--- config.mk ---
export PLATFORM = sky130hd
export DESIGN_NAME = lidar_frame_parser_top_flat
export DESIGN_NICKNAME = d
export VERILOG_FILES = /design/src/hw/rtl/lfp_pkg.sv /design/src/hw/rtl/lfp_if.sv /design/src/hw/rtl/lfp_cell.sv /design/src/hw/rtl/lfp_seq.sv /design/src/hw/rtl/lidar_frame_parser_top.sv /design/src/flat_wrapper.sv
export SDC_FILE = /design/constraint.sdc
export NUM_CORES = 1
export LEC_CHECK = 0
export ABC_CLOCK_PERIOD_IN_PS = 143200
export BUFFER_PORTS_ARGS = -buffer_cell sky130_fd_sc_hd__buf_2
export CAP_MARGIN = 10
export CORE_MARGIN = 3
export CORE_UTILIZATION = 57
export CTS_BUF_LIST = sky130_fd_sc_hd__clkbuf_16
export DETAILED_ROUTE_END_ITERATION = 10
export PLACE_DENSITY_LB_ADDON = 0.15
export SYNTH_ARGS = -nofsm -noshare
export SYNTH_HDL_FRONTEND = slang
export SYNTH_SLANG_ARGS = --single-unit
--- constraint.sdc ---
create_clock -name clk_i -period 143.2 [get_ports clk_i]
set_input_delay 7.16 -clock clk_i [delete_from_list [all_inputs] [get_ports clk_i]]
set_output_delay 7.16 -clock clk_i [all_outputs]
set_load 0.03 [all_outputs]
--- src/hw/rtl/lfp_pkg.sv ---
package lfp_pkg;

  localparam int unsigned BYTE_W     = 8;
  localparam int unsigned DIST_HI_W  = 7;
  localparam int unsigned INDEX_W    = 5;
  localparam int unsigned FIELD16_W  = 16;
  localparam int unsigned POINT_BASE = 7;

  typedef enum logic [1:0] {
    CFG_FIRST_HEADER  = 2'd0,
    CFG_SECOND_HEADER = 2'd1,
    CFG_LENGTH_CODE   = 2'd2,
    CFG_UNUSED        = 2'd3
  } cfg_idx_e;

  typedef enum logic [1:0] {
    ST_RECV,
    ST_EMIT_PTS,
    ST_EMIT_ERR
  } lfp_state_e;

  typedef enum logic [1:0] {
    PH_DIST_HI,
    PH_DIST_LO,
    PH_STRENGTH
  } pt_phase_e;

  typedef struct packed {
    logic [DIST_HI_W-1:0] dist_hi;
    logic [BYTE_W-1:0]    dist_lo;
    logic [BYTE_W-1:0]    strength;
  } point_t;

  typedef struct packed {
    logic   shift;
    point_t point;
  } chain_ctrl_t;

endpackage

--- src/hw/rtl/lfp_if.sv ---
interface lfp_in_if;
  logic       valid;
  logic       ready;
  logic [7:0] rx_byte;

  modport source (output valid, output rx_byte, input ready);
  modport sink (input valid, input rx_byte, output ready);
endinterface

interface lfp_out_if;
  logic        valid;
  logic        ready;
  logic        frame_ok;
  logic [4:0]  point_index;
  logic [14:0] distance;
  logic [7:0]  strength;
  logic [15:0] scan_speed;
  logic [15:0] start_angle;
  logic [15:0] end_angle;
  logic        last;

  modport source (
    output valid, output frame_ok, output point_index, output distance,
    output strength, output scan_speed, output start_angle, output end_angle,
    output last, input ready
  );
  modport sink (
    input valid, input frame_ok, input point_index, input distance,
    input strength, input scan_speed, input start_angle, input end_angle,
    input last, output ready
  );
endinterface

--- src/hw/rtl/lfp_cell.sv ---
module lfp_cell
  import lfp_pkg::*;
(
  input  logic   clk_i,
  input  logic   shift_i,
  input  point_t data_i,
  output point_t data_o
);

  point_t data_q;

  always_ff @(posedge clk_i) begin
    if (shift_i) begin
      data_q <= data_i;
    end
  end

  assign data_o = data_q;

endmodule

--- src/hw/rtl/lfp_seq.sv ---
module lfp_seq
  import lfp_pkg::*;
#(
  parameter int unsigned POINT_COUNT = 32
) (
  input  logic              clk_i,
  input  logic              rst_ni,
  input  logic              cfg_we_i,
  input  logic [1:0]        cfg_idx_i,
  input  logic [BYTE_W-1:0] cfg_data_i,
  lfp_in_if.sink            in_if,
  lfp_out_if.source         out_if,
  input  point_t            head_i,
  output chain_ctrl_t       ctrl_o
);

  localparam int unsigned FRAME_LEN  = 12 + 3 * POINT_COUNT;
  localparam int unsigned POS_W      = $clog2(FRAME_LEN);
  localparam int unsigned IDX_W      = (POINT_COUNT > 1) ? $clog2(POINT_COUNT) : 1;
  localparam int unsigned POINTS_END = POINT_BASE + 3 * POINT_COUNT;
  localparam int unsigned END_HI_POS = POINTS_END + 2;
  localparam int unsigned END_LO_POS = POINTS_END + 3;
  localparam int unsigned CHECK_POS  = POINTS_END + 4;

  lfp_state_e state_q, state_d;
  logic [POS_W-1:0]     pos_q, pos_d;
  logic [BYTE_W-1:0]    sum_q, sum_d;
  pt_phase_e            phase_q, phase_d;
  logic [FIELD16_W-1:0] speed_q, speed_d;
  logic [FIELD16_W-1:0] start_q, start_d;
  logic [BYTE_W-1:0]    end_hi_q, end_hi_d;
  logic [FIELD16_W-1:0] end_q, end_d;
  logic [DIST_HI_W-1:0] dist_hi_q, dist_hi_d;
  logic [BYTE_W-1:0]    dist_lo_q, dist_lo_d;
  logic [IDX_W-1:0]     idx_q, idx_d;
  logic [BYTE_W-1:0]    first_hdr_q, second_hdr_q, length_q;

  logic              in_fire;
  logic              out_fire;
  logic              in_points;
  logic              last_point;
  logic              check_good;
  logic              check_byte;
  logic [BYTE_W-1:0] b;

  assign b          = in_if.rx_byte;
  assign in_fire    = in_if.valid && in_if.ready;
  assign out_fire   = out_if.valid && out_if.ready;
  assign in_points  = (pos_q >= POS_W'(POINT_BASE)) && (pos_q < POS_W'(POINTS_END));
  assign last_point = (idx_q == IDX_W'(POINT_COUNT - 1));
  assign check_byte = (pos_q == POS_W'(CHECK_POS));
  assign check_good = (sum_q == b);

  // Configuration registers.
  always_ff @(posedge clk_i or negedge rst_ni) begin
    if (!rst_ni) begin
      first_hdr_q  <= '0;
      second_hdr_q <= '0;
      length_q     <= '0;
    end else if (cfg_we_i) begin
      case (cfg_idx_e'(cfg_idx_i))
        CFG_FIRST_HEADER:  first_hdr_q  <= cfg_data_i;
        CFG_SECOND_HEADER: second_hdr_q <= cfg_data_i;
        CFG_LENGTH_CODE:   length_q     <= cfg_data_i;
        default: ;
      endcase
    end
  end

  // Next state.
  always_comb begin
    state_d = state_q;
    case (state_q)
      ST_RECV: begin
        if (in_fire && check_byte) begin
          state_d = check_good ? ST_EMIT_PTS : ST_EMIT_ERR;
        end
      end
      ST_EMIT_PTS: begin
        if (out_fire && last_point) begin
          state_d = ST_RECV;
        end
      end
      ST_EMIT_ERR: begin
        if (out_fire) begin
          state_d = ST_RECV;
        end
      end
      default: state_d = ST_RECV;
    endcase
  end

  // Handshake, result and chain outputs.
  always_comb begin
    in_if.ready        = 1'b0;
    out_if.valid       = 1'b0;
    out_if.frame_ok    = 1'b0;
    out_if.point_index = '0;
    out_if.distance    = '0;
    out_if.strength    = '0;
    out_if.scan_speed  = '0;
    out_if.start_angle = '0;
    out_if.end_angle   = '0;
    out_if.last        = 1'b0;
    ctrl_o.shift       = 1'b0;
    ctrl_o.point       = '{dist_hi: dist_hi_q, dist_lo: dist_lo_q, strength: b};
    case (state_q)
      ST_RECV: begin
        in_if.ready  = 1'b1;
        ctrl_o.shift = in_fire && in_points && (phase_q == PH_STRENGTH);
      end
      ST_EMIT_PTS: begin
        out_if.valid       = 1'b1;
        out_if.frame_ok    = 1'b1;
        out_if.point_index = INDEX_W'(idx_q);
        out_if.distance    = {head_i.dist_hi, head_i.dist_lo};
        out_if.strength    = head_i.strength;
        out_if.scan_speed  = speed_q;
        out_if.start_angle = start_q;
        out_if.end_angle   = end_q;
        out_if.last        = last_point;
        ctrl_o.shift       = out_fire;
      end
      ST_EMIT_ERR: begin
        out_if.valid = 1'b1;
        out_if.last  = 1'b1;
      end
      default: ;
    endcase
  end

  // Byte parser datapath.
  always_comb begin
    pos_d     = pos_q;
    sum_d     = sum_q;
    phase_d   = phase_q;
    speed_d   = speed_q;
    start_d   = start_q;
    end_hi_d  = end_hi_q;
    end_d     = end_q;
    dist_hi_d = dist_hi_q;
    dist_lo_d = dist_lo_q;
    idx_d     = idx_q;

    if (state_q == ST_EMIT_PTS && out_fire) begin
      idx_d = idx_q + IDX_W'(1);
    end

    if (in_fire) begin
      pos_d   = pos_q + POS_W'(1);
      sum_d   = sum_q + b;
      phase_d = PH_DIST_HI;
      if (pos_q == POS_W'(0)) begin
        if (b != first_hdr_q) begin
          pos_d = '0;
          sum_d = '0;
        end
      end else if (pos_q == POS_W'(1)) begin
        if (b != second_hdr_q) begin
          pos_d = '0;
          sum_d = '0;
        end
      end else if (pos_q == POS_W'(2)) begin
        if (b != length_q) begin
          pos_d = '0;
          sum_d = '0;
        end
      end else if (pos_q == POS_W'(3)) begin
        speed_d = {b, speed_q[BYTE_W-1:0]};
      end else if (pos_q == POS_W'(4)) begin
        speed_d = {speed_q[FIELD16_W-1:BYTE_W], b};
      end else if (pos_q == POS_W'(5)) begin
        start_d = {b, start_q[BYTE_W-1:0]};
      end else if (pos_q == POS_W'(6)) begin
        start_d = {start_q[FIELD16_W-1:BYTE_W], b};
      end else if (in_points) begin
        case (phase_q)
          PH_DIST_HI: begin
            dist_hi_d = b[DIST_HI_W-1:0];
            phase_d   = PH_DIST_LO;
          end
          PH_DIST_LO: begin
            dist_lo_d = b;
            phase_d   = PH_STRENGTH;
          end
          default: phase_d = PH_DIST_HI;
        endcase
      end else if (pos_q == POS_W'(POINTS_END) || pos_q == POS_W'(POINTS_END + 1)) begin
        // The two reserved bytes only count toward the checksum.
      end else if (pos_q == POS_W'(END_HI_POS)) begin
        end_hi_d = b;
      end else if (pos_q == POS_W'(END_LO_POS)) begin
        end_d = {end_hi_q, b};
      end else if (check_byte) begin
        pos_d = '0;
        sum_d = '0;
        idx_d = '0;
        if (!check_good) begin
          speed_d  = '0;
          start_d  = '0;
          end_hi_d = '0;
          end_d    = '0;
        end
      end else begin
        pos_d = '0;
        sum_d = '0;
      end
    end
  end

  always_ff @(posedge clk_i or negedge rst_ni) begin
    if (!rst_ni) begin
      state_q  <= ST_RECV;
      pos_q    <= '0;
      sum_q    <= '0;
      phase_q  <= PH_DIST_HI;
      speed_q  <= '0;
      start_q  <= '0;
      end_hi_q <= '0;
      end_q    <= '0;
      idx_q    <= '0;
    end else begin
      state_q  <= state_d;
      pos_q    <= pos_d;
      sum_q    <= sum_d;
      phase_q  <= phase_d;
      speed_q  <= speed_d;
      start_q  <= start_d;
      end_hi_q <= end_hi_d;
      end_q    <= end_d;
      idx_q    <= idx_d;
    end
  end

  always_ff @(posedge clk_i) begin
    dist_hi_q <= dist_hi_d;
    dist_lo_q <= dist_lo_d;
  end

`ifndef SYNTHESIS
  a_no_overlap: assert property (@(posedge clk_i) disable iff (!rst_ni)
    !(in_if.ready && out_if.valid))
    else $error("input accepted while results are pending");

  a_emit_from_idle: assert property (@(posedge clk_i) disable iff (!rst_ni)
    (state_q != ST_RECV) |-> (pos_q == '0 && sum_q == '0))
    else $error("parser not rewound during result output");

  a_last_ends: assert property (@(posedge clk_i) disable iff (!rst_ni)
    (out_fire && out_if.last) |=> (state_q == ST_RECV))
    else $error("results continue after the last one");

  a_phase_region: assert property (@(posedge clk_i) disable iff (!rst_ni)
    (phase_q != PH_DIST_HI) |-> in_points)
    else $error("point byte phase outside the point region");

  a_check_result: assert property (@(posedge clk_i) disable iff (!rst_ni)
    (in_fire && check_byte) |=> out_if.valid)
    else $error("checksum byte produced no result");
`endif

endmodule

--- src/hw/rtl/lidar_frame_parser_top.sv ---
// Channel   Direction  Payload
// in_if     sink       rx_byte
// out_if    source     frame_ok, point_index, distance, strength, scan_speed,
//                      start_angle, end_angle, last
// cfg       write      cfg_we_i, cfg_idx_i, cfg_data_i
//
// Each byte offered in ST_RECV is taken; a byte with no result is done at once.
// After the checksum byte the block emits POINT_COUNT point transactions, or one
// error transaction, at one per cycle as the chain of point cells shifts toward
// its head; input is held off until the last result transaction completes.
// A stalled output simply freezes the chain. Reset is asynchronous, active low.
module lidar_frame_parser_top
  import lfp_pkg::*;
#(
  parameter int unsigned POINT_COUNT = 32
) (
  input  logic              clk_i,
  input  logic              rst_ni,
  input  logic              cfg_we_i,
  input  logic [1:0]        cfg_idx_i,
  input  logic [BYTE_W-1:0] cfg_data_i,
  lfp_in_if.sink            in_if,
  lfp_out_if.source         out_if
);

  chain_ctrl_t ctrl;
  point_t      chain [POINT_COUNT];

  lfp_seq #(
    .POINT_COUNT(POINT_COUNT)
  ) u_seq (
    .clk_i      (clk_i),
    .rst_ni     (rst_ni),
    .cfg_we_i   (cfg_we_i),
    .cfg_idx_i  (cfg_idx_i),
    .cfg_data_i (cfg_data_i),
    .in_if      (in_if),
    .out_if     (out_if),
    .head_i     (chain[0]),
    .ctrl_o     (ctrl)
  );

  for (genvar i = 0; i < POINT_COUNT; i++) begin : g_cell
    point_t cell_in;
    if (i == POINT_COUNT - 1) begin : g_tail
      assign cell_in = ctrl.point;
    end else begin : g_body
      assign cell_in = chain[i+1];
    end
    lfp_cell u_cell (
      .clk_i   (clk_i),
      .shift_i (ctrl.shift),
      .data_i  (cell_in),
      .data_o  (chain[i])
    );
  end

endmodule
--- src/flat_wrapper.sv ---
// flat-port wrapper written by rule: the top's interface ports become plain ports
module lidar_frame_parser_top_flat import lfp_pkg::*;
#(
  parameter int unsigned POINT_COUNT = 32
)
  (clk_i, rst_ni, cfg_we_i, cfg_idx_i, cfg_data_i, in_if_valid, in_if_rx_byte, in_if_ready, out_if_valid, out_if_frame_ok, out_if_point_index, out_if_distance, out_if_strength, out_if_scan_speed, out_if_start_angle, out_if_end_angle, out_if_last, out_if_ready);
  lfp_in_if in_if_i ();
  lfp_out_if out_if_i ();
  input  logic clk_i;
  input  logic rst_ni;
  input  logic cfg_we_i;
  input  logic [1:0] cfg_idx_i;
  input  logic [BYTE_W-1:0] cfg_data_i;
  input wire logic [$bits(in_if_i.valid)-1:0] in_if_valid;
  input wire logic [$bits(in_if_i.rx_byte)-1:0] in_if_rx_byte;
  output wire logic [$bits(in_if_i.ready)-1:0] in_if_ready;
  output wire logic [$bits(out_if_i.valid)-1:0] out_if_valid;
  output wire logic [$bits(out_if_i.frame_ok)-1:0] out_if_frame_ok;
  output wire logic [$bits(out_if_i.point_index)-1:0] out_if_point_index;
  output wire logic [$bits(out_if_i.distance)-1:0] out_if_distance;
  output wire logic [$bits(out_if_i.strength)-1:0] out_if_strength;
  output wire logic [$bits(out_if_i.scan_speed)-1:0] out_if_scan_speed;
  output wire logic [$bits(out_if_i.start_angle)-1:0] out_if_start_angle;
  output wire logic [$bits(out_if_i.end_angle)-1:0] out_if_end_angle;
  output wire logic [$bits(out_if_i.last)-1:0] out_if_last;
  input wire logic [$bits(out_if_i.ready)-1:0] out_if_ready;
  assign in_if_i.valid = in_if_valid;
  assign in_if_i.rx_byte = in_if_rx_byte;
  assign in_if_ready = in_if_i.ready;
  assign out_if_valid = out_if_i.valid;
  assign out_if_frame_ok = out_if_i.frame_ok;
  assign out_if_point_index = out_if_i.point_index;
  assign out_if_distance = out_if_i.distance;
  assign out_if_strength = out_if_i.strength;
  assign out_if_scan_speed = out_if_i.scan_speed;
  assign out_if_start_angle = out_if_i.start_angle;
  assign out_if_end_angle = out_if_i.end_angle;
  assign out_if_last = out_if_i.last;
  assign out_if_i.ready = out_if_ready;
  lidar_frame_parser_top #(.POINT_COUNT(POINT_COUNT)) u_core (.clk_i(clk_i), .rst_ni(rst_ni), .cfg_we_i(cfg_we_i), .cfg_idx_i(cfg_idx_i), .cfg_data_i(cfg_data_i), .in_if(in_if_i), .out_if(out_if_i));
endmodule
==> qor.tcl <==
set qor(power.density_nw_per_um2) 14.90
set qor(floorplan.initialDensity_pct) 58.42
set qor(clkSlewWorstSetupHoldPaths_ns) 0.06
set qor(timing.critical_path.mode_cell) {buf_12}
set qor(fin_area_um2) 32070
set qor(die_width_um) 228.4
set qor(die_h_um) 228.4
set qor(synthTopCellsByCount) {751 x edfxtp_1, 104 x dfrtp_1, 79 x and2_1}
set qor(finalClockSkew_ns) 0.02111
set qor(worst_ep_required_time_ns) 143.42
set qor(nets) 1520
set qor(cts_buffers) 81
set qor(cts-htree-levels) 3
set qor(finalHoldViolCount) 0
set qor(postSynthNetCount) 1362
set qor(gr-usage-all-layers_pct) 14.01
set qor(worst_hold_path_type) {register to register}
set qor(slew_headroom_pct) 25.93
set qor(grt_pass1_wl_um) 58900
set qor(cts_buffer_depth) 3
set qor(synth_cell_types) 47
set qor(min_period_over_period_pct) 7.036
set qor(antenna_left) 0
set qor(synth.avg_cell_area_um2) 21.32
set qor(worst_setup_path_startpoint) {in_if_valid}
set qor(cp-start-kind) {primary input}
set qor(floorplan.rows) 80
set qor(cts.repair_timing.setup_buffer_count) 0
set qor(clock_tree.root_cell) {clkbuf_16}
set qor(critical_path_cell_with_the_highest_stage_delay) {buf_12}
set qor(cp_data_arrival_time_ns) 10.30
set qor(ctsResizeCount) 0
set qor(main_combinational_cell_family_by_area_after_synthesis) {simple AND/OR/NAND/NOR gates}
set qor(drt_pre_antenna_iters) 5
set qor(timing.max_cap.violations) 0
set qor(postSynthCellCount) 1322
set qor(post_synth_simple_gate_area_pct) 4.306
set qor(critical_path.endpoint_type) {register}
set qor(grt_start_max_net_pins) 198
set qor(io-pin-count) 103
set qor(crit_path_cell_trace) {buf_2, and2_1, nand3_1, o21ai_4, buf_12, buf_12, buf_12}
set qor(holdBufCountCts) 0
set qor(library_cell_with_the_highest_instance_count_after_synthesis) {edfxtp_1}
set qor(place_hpwl_um) 19090
set qor(cts_tree) {yes}
set qor(gp_routability_congestion) 0.8105
set qor(drc) 0
set qor(setup_tns_final_ns) 0
set qor(core_region_area_um2) 48250
set qor(reg2reg_from) {u_core.u_seq.state_q[1]}
set qor(asyncSetResetFlopFracSynth_pct) 12.16
set qor(dieArea_um2) 52150
set qor(clock.fmax_mhz) 99.25
set qor(synth_top_cell_area_share_pct) 80.02
set qor(routed-via-count) 11420
set qor(synth_seq_area_share_pct) 89.25
set qor(tightest_slew_ns) 1.111
set qor(portBuffers) 102
set qor(synth_fa_ha_area_share_pct) 0.7814
set qor(muxShareOfSynthArea_pct) 1.034
set qor(power.leakage_nw) 11.17
set qor(post_route_cells_drive_above_1_share_pct) 17.09
set qor(ys.warnings.count) 0
set qor(postSynthRegisterBits) 855
set qor(flow.area_growth_from_synthesis_pct) 13.78
set qor(drt_first_iter_violations) 983
set qor(status) {complete, no violations}
set qor(biggest_fanout_along_the_worst_timing_path) 197
set qor(rsz0062_at_grt) {false}
set qor(yosys-top-cells-area) {edfxtp_1 80%, dfrtp_1 9.2%, and2_1 1.8%}
set qor(syn-cell-area_um2) 28180
set qor(synth_ff_type) {edfxtp_1}
set qor(overflow) 0
set qor(grt_pass1_vias) 11100
set qor(timing_worst_setup_path_type) {primary input to register}
set qor(vdd_drop_max_uv) 10.28
set qor(setup_violations) 0
set qor(detailed_place.area_um2) 29500
set qor(postLayoutCoreUtil_pct) 66.47
set qor(xor_and_xnor_fraction_of_the_mapped_netlist_area_pct) 1.026
set qor(synth_compound_area_share_pct) 2.681
set qor(yosysTopAreaCell) {edfxtp_1}
set qor(worstHoldStart) {u_core.g_cell[14].u_cell.data_o[8]}
set qor(clk-insertion-delay-late_ns) 0.61
set qor(route.final.wire_length_um) 36040
set qor(drt-wirelength-per-cell_um) 16.37
set qor(reg2reg_slack_ns) 138.78
set qor(number_of_flops_mapped_to_enable_cells_by_yosys) 751
set qor(cpPeakStageDelay_ns) 0.76
set qor(viasPerCell) 5.185
set qor(cts.sinks) 855
set qor(antenna_found_initial) 0
set qor(report.final.slew_viol_count) 0
set qor(period_minus_slack_ns) 10.07
==> layout by cell type, fill, tap and decap left out, types with 23 or more instances in the layout <==
cell type | netlist | routed
dfrtp_1 | 104 | 104
a22o_1 | 36 | 36
edfxtp_1 | 751 | 751
buf_2 | 9 | 102
clkinv_1 | 0 | 23
and2_1 | 79 | 79
o21ai_0 | 27 | 26
clkbuf_16 | 0 | 81
inv_1 | 26 | 39
mux2_2 | 25 | 25
nand2_1 | 40 | 40
nand3_1 | 31 | 31
==> stage by stage <==
stage               power, mW  hold slack (ns)  cells  setup slack, ns
finish                 0.4779           0.4034   2202           133.13
detailed placement     0.2822           0.4045   2052           132.42
global placement       0.2819           0.4005   2052           132.52
global route           0.4962           0.4152   2201           132.82
floorplan              0.2798           0.4003   1322            81.56
CTS                    0.4851           0.4088   2200           133.10
==> cells by family after synthesis <==
logic type / after synthesis
adder cells (fa/ha/maj): 17
AND/OR/NAND/NOR: 219
multiplexers: 26
XOR/XNOR: 33
AO/OA/AOI/OAI: 108
flip-flops: 855
buffers and inverters: 64
==> report_power, final <==
part           internal [mW]  total [mW]  switching [mW]
clock                  0.115       0.201          0.0858
sequential             0.270       0.271         0.00136
combinational        0.00297     0.00611         0.00314
==> sequential cells by signal, indices dropped and copies added (netlist names), 5 cells and up <==
signal                       flops
u_core.u_seq.end_hi_q            8
u_core.u_seq.dist_lo_q           8
u_core.u_seq.speed_q            16
u_core.u_seq.start_q            16
u_core.u_seq.second_hdr_q        8
u_core.u_seq.sum_q               8
u_core.u_seq.pos_q               7
u_core.u_seq.idx_q               5
u_core.g_cell.u_cell.data_o    736
u_core.u_seq.first_hdr_q         8
u_core.u_seq.length_q            8
u_core.u_seq.dist_hi_q           7
u_core.u_seq.end_q              16
==> final cells by class <==
class / count / area, µm²
multi-input cells: 403 / 2803
diodes: 1 / 2.502
clock inverters: 67 / 531.8
well taps: 656 / 820.8
repair buffers: 113 / 630.6
flip-flops and latches: 855 / 25150
clock buffers: 81 / 2027
inverters: 26 / 97.59
fillers: 3196 / 16180
==> final timing paths <==
check,end,cells after the start
hold / removal,u_core.g_cell[13].u_cell.data_o[8],0
hold reg to reg,u_core.g_cell[13].u_cell.data_o[8],0
max in group asynchronous,u_core.u_seq.end_hi_q[5],2
min in group asynchronous,u_core.u_seq.first_hdr_q[5],1
setup reg to reg,u_core.g_cell[24].u_cell.data_o[13],8
setup / recovery,u_core.g_cell[24].u_cell.data_o[13],7
==> critical path, delay by kind of cell <==
| family | cells | cell delay, ns |
|---|---|---|
| AO/OA/AOI/OAI | 1 | 0.17 |
| buffers and inverters | 4 | 2.19 |
| AND/OR/NAND/NOR | 2 | 0.51 |
==> layer usage <==
layer,GRT usage (%),wire [µm],up-vias,share of wire [%]
met5,0,0,-,0
li1,-,-,5390,-
met1,20.16,16500,5733,46
met4,4.795,833,0,2.3
met2,21.23,17060,226,47
met3,3.751,1637,69,4.5
Note: power is estimated with default switching activity, not from simulation.
